File: config.mk
export PLATFORM = sky130hd
export DESIGN_NAME = felm_front
export DESIGN_NICKNAME = d
export VERILOG_FILES = /design/src/design/felm_pkg.sv /design/src/design/felm_front.sv
export SDC_FILE = /design/constraint.sdc
export NUM_CORES = 1
export LEC_CHECK = 0
export BUFFER_PORTS_ARGS = -buffer_cell sky130_fd_sc_hd__buf_2
export CELL_PAD_IN_SITES_DETAIL_PLACEMENT = 1
export CELL_PAD_IN_SITES_GLOBAL_PLACEMENT = 2
export CORE_MARGIN = 4
export CORE_UTILIZATION = 35
export DETAILED_ROUTE_END_ITERATION = 6
export PLACE_DENSITY = 0.9
export SKIP_CTS_REPAIR_TIMING = 1
export SYNTH_ARGS = -nofsm -noshare
export SYNTH_HDL_FRONTEND = slang
export SYNTH_SLANG_ARGS = --single-unit
File: constraint.sdc
create_clock -name clk_i -period 2.3 [get_ports clk_i]
set_input_delay 0.46 -clock clk_i [delete_from_list [all_inputs] [get_ports clk_i]]
set_output_delay 0.46 -clock clk_i [all_outputs]
set_load 0.05 [all_outputs]
File: src/design/felm_pkg.sv
// Package for the FIFO eviction list manager: widths, codes, command and
// list record types shared by the front and back parts. No dependencies.
package felm_pkg;

  localparam int unsigned LINES     = 1024;
  localparam int unsigned SUBLISTS  = 32;
  localparam int unsigned MAX_SCAN  = 32;
  localparam int unsigned LINE_W    = 10;
  localparam int unsigned LINK_W    = LINE_W + 1;
  localparam int unsigned SUB_W     = 5;
  localparam int unsigned PART_W    = 3;
  localparam int unsigned LIDX_W    = PART_W + SUB_W + 1;
  localparam int unsigned SIZE_W    = 11;
  localparam int unsigned CNT_W     = 6;
  localparam int unsigned OP_W      = 3;
  localparam int unsigned LIST_CNT  = 512;

  localparam logic [LINK_W-1:0] NIL      = '1;
  localparam logic [SIZE_W-1:0] SIZE_MAX = SIZE_W'(LINES);
  localparam logic [CNT_W-1:0]  SCAN_MAX = CNT_W'(MAX_SCAN);

  typedef enum logic [OP_W-1:0] {
    OP_CLEAR  = 3'd0,
    OP_INSERT = 3'd1,
    OP_UNLINK = 3'd2,
    OP_CLEAN  = 3'd3,
    OP_DIRTY  = 3'd4,
    OP_SCAN   = 3'd5
  } op_e;

  typedef enum logic [2:0] {
    K_CLEAR,
    K_INSERT,
    K_UNLINK,
    K_MOVE,
    K_SCAN,
    K_EMPTY
  } kind_e;

  typedef enum logic [3:0] {
    ST_CLR,
    ST_IDLE,
    ST_OP_RD,
    ST_OP_EX,
    ST_OP_LN,
    ST_PUT_RD,
    ST_PUT_EX,
    ST_PUT_HD,
    ST_SC_LD,
    ST_SC_PICK,
    ST_SC_WAIT,
    ST_SC_END
  } state_e;

  typedef struct packed {
    kind_e               kind;
    logic [LINE_W-1:0]   line;
    logic [LIDX_W-1:0]   li_take;
    logic [LIDX_W-1:0]   li_put;
    logic [PART_W-1:0]   part;
    logic                dirty;
    logic [SUB_W-1:0]    cur0;
    logic [CNT_W-1:0]    limit;
  } cmd_t;

  typedef struct packed {
    logic [LINK_W-1:0] head;
    logic [LINK_W-1:0] tail;
    logic [SIZE_W-1:0] size;
  } lrec_t;

endpackage

File: src/design/felm_front.sv
// Front part: accepts commands, classifies them and queues them for the back,
// dropping unused op codes. Depends on felm_pkg.
module felm_front (
  input  logic                          clk_i,
  input  logic                          rst_ni,
  input  logic                          push_i,
  input  logic [felm_pkg::OP_W-1:0]     op_i,
  input  logic [felm_pkg::LINE_W-1:0]   line_i,
  input  logic [felm_pkg::PART_W-1:0]   partition_i,
  input  logic                          in_dirty_list_i,
  input  logic [felm_pkg::SUB_W-1:0]    start_sublist_i,
  input  logic [felm_pkg::CNT_W-1:0]    want_count_i,
  output logic                          full_o,
  output logic                          cmd_valid_o,
  output felm_pkg::cmd_t                cmd_o,
  input  logic                          cmd_pop_i
);

  felm_pkg::cmd_t          q_mem_q [2];
  logic                    wp_q, wp_d, rp_q, rp_d;
  logic [1:0]              cnt_q, cnt_d;
  felm_pkg::cmd_t          cmd_new;
  logic                    keep;
  logic [felm_pkg::SUB_W-1:0] sub;

  // classify the incoming transaction
  always_comb begin
    sub             = line_i[felm_pkg::SUB_W-1:0];
    keep            = 1'b1;
    cmd_new.kind    = felm_pkg::K_CLEAR;
    cmd_new.line    = line_i;
    cmd_new.li_take = {partition_i, sub, in_dirty_list_i};
    cmd_new.li_put  = {partition_i, sub, in_dirty_list_i};
    cmd_new.part    = partition_i;
    cmd_new.dirty   = in_dirty_list_i;
    cmd_new.cur0    = start_sublist_i - felm_pkg::SUB_W'(1);
    cmd_new.limit   = (want_count_i > felm_pkg::SCAN_MAX) ? felm_pkg::SCAN_MAX : want_count_i;
    case (felm_pkg::op_e'(op_i))
      felm_pkg::OP_CLEAR:  cmd_new.kind = felm_pkg::K_CLEAR;
      felm_pkg::OP_INSERT: cmd_new.kind = felm_pkg::K_INSERT;
      felm_pkg::OP_UNLINK: cmd_new.kind = felm_pkg::K_UNLINK;
      felm_pkg::OP_CLEAN: begin
        cmd_new.kind    = felm_pkg::K_MOVE;
        cmd_new.li_take = {partition_i, sub, 1'b1};
        cmd_new.li_put  = {partition_i, sub, 1'b0};
      end
      felm_pkg::OP_DIRTY: begin
        cmd_new.kind    = felm_pkg::K_MOVE;
        cmd_new.li_take = {partition_i, sub, 1'b0};
        cmd_new.li_put  = {partition_i, sub, 1'b1};
      end
      felm_pkg::OP_SCAN: begin
        cmd_new.kind = (want_count_i == '0) ? felm_pkg::K_EMPTY : felm_pkg::K_SCAN;
      end
      default: keep = 1'b0;
    endcase
  end

  // queue pointers
  always_comb begin
    wp_d  = wp_q;
    rp_d  = rp_q;
    cnt_d = cnt_q;
    if (push_i && keep) begin
      wp_d  = ~wp_q;
    end
    if (cmd_pop_i) begin
      rp_d = ~rp_q;
    end
    cnt_d = cnt_q + 2'(push_i && keep) - 2'(cmd_pop_i);
  end

  always_ff @(posedge clk_i or negedge rst_ni) begin
    if (!rst_ni) begin
      wp_q  <= 1'b0;
      rp_q  <= 1'b0;
      cnt_q <= '0;
    end else begin
      wp_q  <= wp_d;
      rp_q  <= rp_d;
      cnt_q <= cnt_d;
    end
  end

  // store queue entries
  always_ff @(posedge clk_i) begin
    if (push_i && keep) begin
      q_mem_q[wp_q] <= cmd_new;
    end
  end

  assign full_o      = cnt_q[1];
  assign cmd_valid_o = (cnt_q != '0);
  assign cmd_o       = q_mem_q[rp_q];

endmodule

Yosys cells after proc, flatten, opt, wreduce, memory -nomap -nowiden
Memories as Yosys holds them, arrays and structs flattened.
Cells that the tools add are included.
{ "totals": {"register_bits": 4, "ram_bits": 92, "input_bits": 32, "output_inout_bits": 48, "memories": 1} }
{ "memory_table": {"columns": ["name", "words", "width", "read_ports", "rd_ports_with_merged_regs", "write_ports", "line", "rtl"], "rows": [
  ["q_mem_q", 2, 46, 1, 0, 1, "felm_front.sv:19", "felm_pkg::cmd_t q_mem_q [2];"]
]} }
{ "classes": {"addsub": 3, "order_cmp": 1, "n_eq_ne": 5, "n_mux": 7, "n_bitwise": 2, "reduce_logical": 6} }
{ "op_table": {"columns": ["operator", "n"], "rows": [
  ["$pmux W10 S2", 1],
  ["$pmux W3 S4", 1],
  ["$eq A3 B2 Y1 const B", 2],
  ["$eq A3 B3 Y1 const B", 2],
  ["$gt A6 B6 Y1 const B", 1],
  ["$logic_not A6 Y1", 1],
  ["$mux W6", 1],
  ["$reduce_or A6 Y1", 1],
  ["$sub A5 B1 Y5 const B", 1],
  ["$mux W1", 4],
  ["$eq A3 B1 Y1 const B", 1],
  ["$logic_not A3 Y1", 1],
  ["$add A2 B1 Y2", 1],
  ["$not A1 Y1", 2],
  ["$reduce_bool A2 Y1", 1],
  ["$reduce_or A2 Y1", 1],
  ["$sub A2 B1 Y2", 1],
  ["$logic_and A1 B1 Y1", 1]
]} }

Longest topological paths before layout
{ "depth": {"ltp_word": 6, "mapped_depth": 7} }

Worst setup path before layout
OpenSTA, ideal clock, no wires.
{ "synth_timing": {"path_kind": "input-to-reg", "from": "input op_i[1] (netlist bit)", "to": "memory q_mem_q[0][0] (netlist bit) (enable)", "arrival_ns": 1.913, "t_required_ns": 1.883, "setup_slack_ns": -0.030, "path_stages": 3, "n_path_buf": 0, "cell_sequence": "nand2_1 > nand2_1 > nor2_1"} }
{ "synth_between": {"elab_chain_len": 6} }
{ "synth_lines": {"columns": ["element", "line", "rtl"], "rows": [
  ["from (decl)", "felm_front.sv:7", "input logic [felm_pkg::OP_W-1:0] op_i,"],
  ["$eq A3 B3 Y1 (tied with other cells)", "felm_front.sv:38", "case (felm_pkg::op_e'(op_i))"],
  ["$reduce_or A6 Y1 (no source line) *", null, null],
  ["$mux W1 *", "felm_front.sv:38", null],
  ["$logic_and A1 B1 Y1 *", "felm_front.sv:87", "if (push_i && keep) begin"],
  ["$mux W1 *", "felm_front.sv:87", null],
  ["$mux W1 (implied by the code) *", "felm_front.sv:88", "q_mem_q[wp_q] <= cmd_new;"],
  ["to (decl)", "felm_front.sv:19", null]
]} }
Mark *: on every way between the ends. The rest lies on a longest branch, timed or not.

==> impl_metrics.csv <==
group,metric,value,unit
final_layout,num_antenna_cells,0,
clocking,clkTransAtPathRegs,0.07,ns
place,buffer_ports.inserted,79,
synth,post_synth_main_area_contributors,"sky130_fd_sc_hd__edfxtp_1 68%, sky130_fd_sc_hd__mux2_2 13%, sky130_fd_sc_hd__buf_4 4.5%, sky130_fd_sc_hd__dfrtp_1 3.8%, sky130_fd_sc_hd__ha_1 1.4%",
sta,fmax,0.491,GHz
place,gpl.final_weighted_congestion,0.688,
hold_path,hold_path_class,"in -> reg",
power,power.leakage,1.28,nW
clocking,tritoncts,"yes",
power,ir_worst_vdd,0.518,mV
power,total_switching_power,2.12,mW
sta,finalMaxSlewViolations,0,
synth,synth_edf_count,60,
power,power_frac_seq,33.5,%
drt,drt-vias-per-instance,4.43,
drt,first_pass_detailed_route_iteration_total,4,
sta,shortest_period_the_worst_path_allows,2.04,ns
sta,fin_skew,0.00746,ns
sta,timing.max_slew.rel_slack,70.7,%
final_layout,finish.net_count,267,
critical_path,worst-endpoint-required,1.84,ns
power,internal_portion_of_total_power,2.56,mW
die,start_util,36.2,%
clocking,clock_latency,0.33,ns
critical_path,timing.critical_path.to_type,"output pin",
die,die_height,95.1,µm
synth,synth_top_flop_cell,"sky130_fd_sc_hd__edfxtp_1",
synth,synth.yosys.seq_area_share,71.6,%
drt,wire_per_inst,14.0,µm
global_routing,pin_count_of_the_biggest_net_entering_global_routing,31,
final_layout,final_layout_fill_cell_count,772,
synth,netlist_top_cells_count,"60 x sky130_fd_sc_hd__edfxtp_1, 31 x sky130_fd_sc_hd__mux2_2, 16 x sky130_fd_sc_hd__buf_4",
synth,yosysMostFrequentCell,"sky130_fd_sc_hd__edfxtp_1",
critical_path,timing.critical_path.fanout_max,21,
die,fp.coreArea,7330,µm²
final_layout,register_cell_area_after_layout,1900,µm²
clocking,numCtsBuffers,9,
global_routing,grt_overflow_total,0,
power,share_clk_of_total_power,19.3,%
drt,antenna_left,0,
power,combinationalPowerShare,47.1,%
final_layout,fin_cells,336,
status,status,"finished, final reports clean",
power,p_per_area,1440,nW/µm²
critical_path,worst_setup_path_start_kind,"flop",
global_routing,grt_pass1_wl,7310,µm
synth,synthesis.instances,157,
final_layout,layout-area-overhead-vs-synth,22.5,%
drt,final_routed_wirelength_across_all_metal_layers,4690,µm
global_routing,grt_use_total,10.9,%
final_layout,final_layout_size_suffix_gt1_share,55.3,%
power,p_sw_share,45.3,%
sta,report.final.hold_viol_count,0,
flow_run,drv_cap,0,
synth,netlist.area_leader.share,67.8,%
place,place.detailed.instances,319,
critical_path,arrival,1.58,ns
synth,yosys_warnings,0,
place,dpl-instance-area,3060,µm²
clocking,cts_num_sinks,64,
die,die_w,95.1,µm
global_routing,first_global_vias,1588,
synth,synth_cell_types,19,
synth,synth_area_per_cell,16.9,µm²
sta,rsz0062_at_grt,"no",
synth,synthesis.area,2660,µm²
synth,synthDominantAreaCellType,"sky130_fd_sc_hd__edfxtp_1",
drt,drt-initial-drc-count,50,
die,top_level_ports,80,
sta,finalSetupViolCount,0,
die,design.die.area,9050,µm²
synth,syn_nets,192,
global_routing,initial_antenna_violation_count,0,
synth,yosys_register_bits,64,
final_layout,final_cell_area,3250,µm²
clocking,ctsRootBufferMaster,"sky130_fd_sc_hd__clkbuf_8",
clocking,deepest_clock_path_buffer_count,2,
sta,final.setup.tns,0,ns
sta,timing.final.crit_share,88.5,%
final_layout,multiInputGateArea,589,µm²
critical_path,ws_path_type,"reg -> out",
drt,routed-via-count,1490,
place,hpwlAfterDp,3290,µm
synth,asyncSetResetFlopFracSynth,6.25,%
sta,worst_pin_slew,0.435,ns
drt,route.detailed.drc,0,
die,fp-row-count,31,
clocking,h-tree-depth,3,
==> metal layers <==
| layer | wire length [µm] | part of all wire (%) | track usage, % | vias up |
|---|---|---|---|---|
| li1 | - | - | - | 706 |
| met1 | 1880 | 40 | 12.4 | 724 |
| met2 | 2400 | 51 | 18.0 | 52 |
| met3 | 334 | 7.1 | 4.18 | 8 |
| met4 | 76 | 1.6 | 5.41 | 0 |
| met5 | 0 | 0 | 0 | - |
==> flip-flops by register name, indices dropped and copies added, names as in the netlist <==
signal / count
q_mem_q: 60
cnt_q: 2
rp_q: 1
wp_q: 1
==> stage by stage <==
stage                     hold slack (ns)  power, mW  worst slack [ns]  utilization, %
after global placement              0.274       3.81             0.605            41.7
after CTS                         -0.0897       4.75             0.220            44.2
after detailed placement            0.273       3.83             0.531            41.7
after global routing                0.293       4.92             0.148            44.4
final                               0.311       4.68             0.265            44.4
after floorplan                     0.164       3.52             0.461               -
==> placed cells by master, fill, tap and decap left out <==
cell	netlist	routed
sky130_fd_sc_hd__a21oi_1	3	3
sky130_fd_sc_hd__and3_1	1	1
sky130_fd_sc_hd__buf_2	0	79
sky130_fd_sc_hd__buf_4	16	4
sky130_fd_sc_hd__bufinv_16	0	1
sky130_fd_sc_hd__clkbuf_1	1	1
sky130_fd_sc_hd__clkbuf_8	0	9
sky130_fd_sc_hd__clkinv_2	0	3
sky130_fd_sc_hd__clkinvlp_4	0	2
sky130_fd_sc_hd__dfrtp_1	4	4
sky130_fd_sc_hd__dlygate4sd3_1	0	1
sky130_fd_sc_hd__edfxtp_1	60	60
sky130_fd_sc_hd__ha_1	3	3
sky130_fd_sc_hd__inv_1	4	4
sky130_fd_sc_hd__mux2_2	31	31
sky130_fd_sc_hd__nand2_1	5	5
sky130_fd_sc_hd__nor2_1	8	7
sky130_fd_sc_hd__nor2_4	0	1
sky130_fd_sc_hd__nor2b_1	5	5
sky130_fd_sc_hd__nor3_1	1	1
sky130_fd_sc_hd__nor4_1	1	1
sky130_fd_sc_hd__o21ai_0	3	3
sky130_fd_sc_hd__or2_2	1	1
sky130_fd_sc_hd__xnor2_1	4	4
sky130_fd_sc_hd__xor2_1	3	3
==> cell type report <==
cell class | instances | share of cell area (%)
inverter | 4 | 0.462
sequential | 64 | 58.5
clock buffer | 10 | 3.92
tap | 99 | 3.81
clock inverter | 6 | 1.85
timing repair buffer | 84 | 13.4
multi-input combinational | 69 | 18.1
==> worst max-delay path: stages (launching register included) <==
cell	delay, ns
sky130_fd_sc_hd__dfrtp_1	0.34
sky130_fd_sc_hd__buf_4	0.29
sky130_fd_sc_hd__mux2_2	0.39
sky130_fd_sc_hd__buf_2	0.22
==> power by group through the flow <==
| stage | registers [mW] | clock network, mW | logic (mW) |
|---|---|---|---|
| global route | 1.59 | 1.00 | 2.33 |
| finish | 1.57 | 0.905 | 2.20 |
| global placement | 1.58 | 0 | 2.23 |
| floorplan | 1.62 | 0 | 1.90 |
| detailed placement | 1.60 | 0 | 2.24 |
| CTS | 1.57 | 0.939 | 2.24 |
==> cells by family after synthesis <==
family,Yosys count,share of synthesized area [%]
AO/OA/AOI/OAI,6,1.13
XOR/XNOR,7,2.31
adder cells (fa/ha/maj),3,1.41
buffers and inverters,24,6.50
flip-flops,64,71.6
multiplexers,31,13.1
AND/OR/NAND/NOR,22,3.91
==> final timing paths <==
path / startpoint / endpoint / slack, ns / depth (start not counted)
setup / recovery: rp_q / cmd_o[33] / 0.26 / 3
max in group asynchronous: rst_ni / rp_q / 1.71 / 2
setup reg to reg: wp_q / q_mem_q[1][32] / 0.98 / 2
hold reg to reg: cnt_q[0] / cnt_q[0] / 0.50 / 1
min in group asynchronous: rst_ni / cnt_q[0] / 0.46 / 2
hold / removal: line_i[3] / q_mem_q[0][36] / 0.31 / 1
Note: power is estimated with default switching activity, not from simulation.
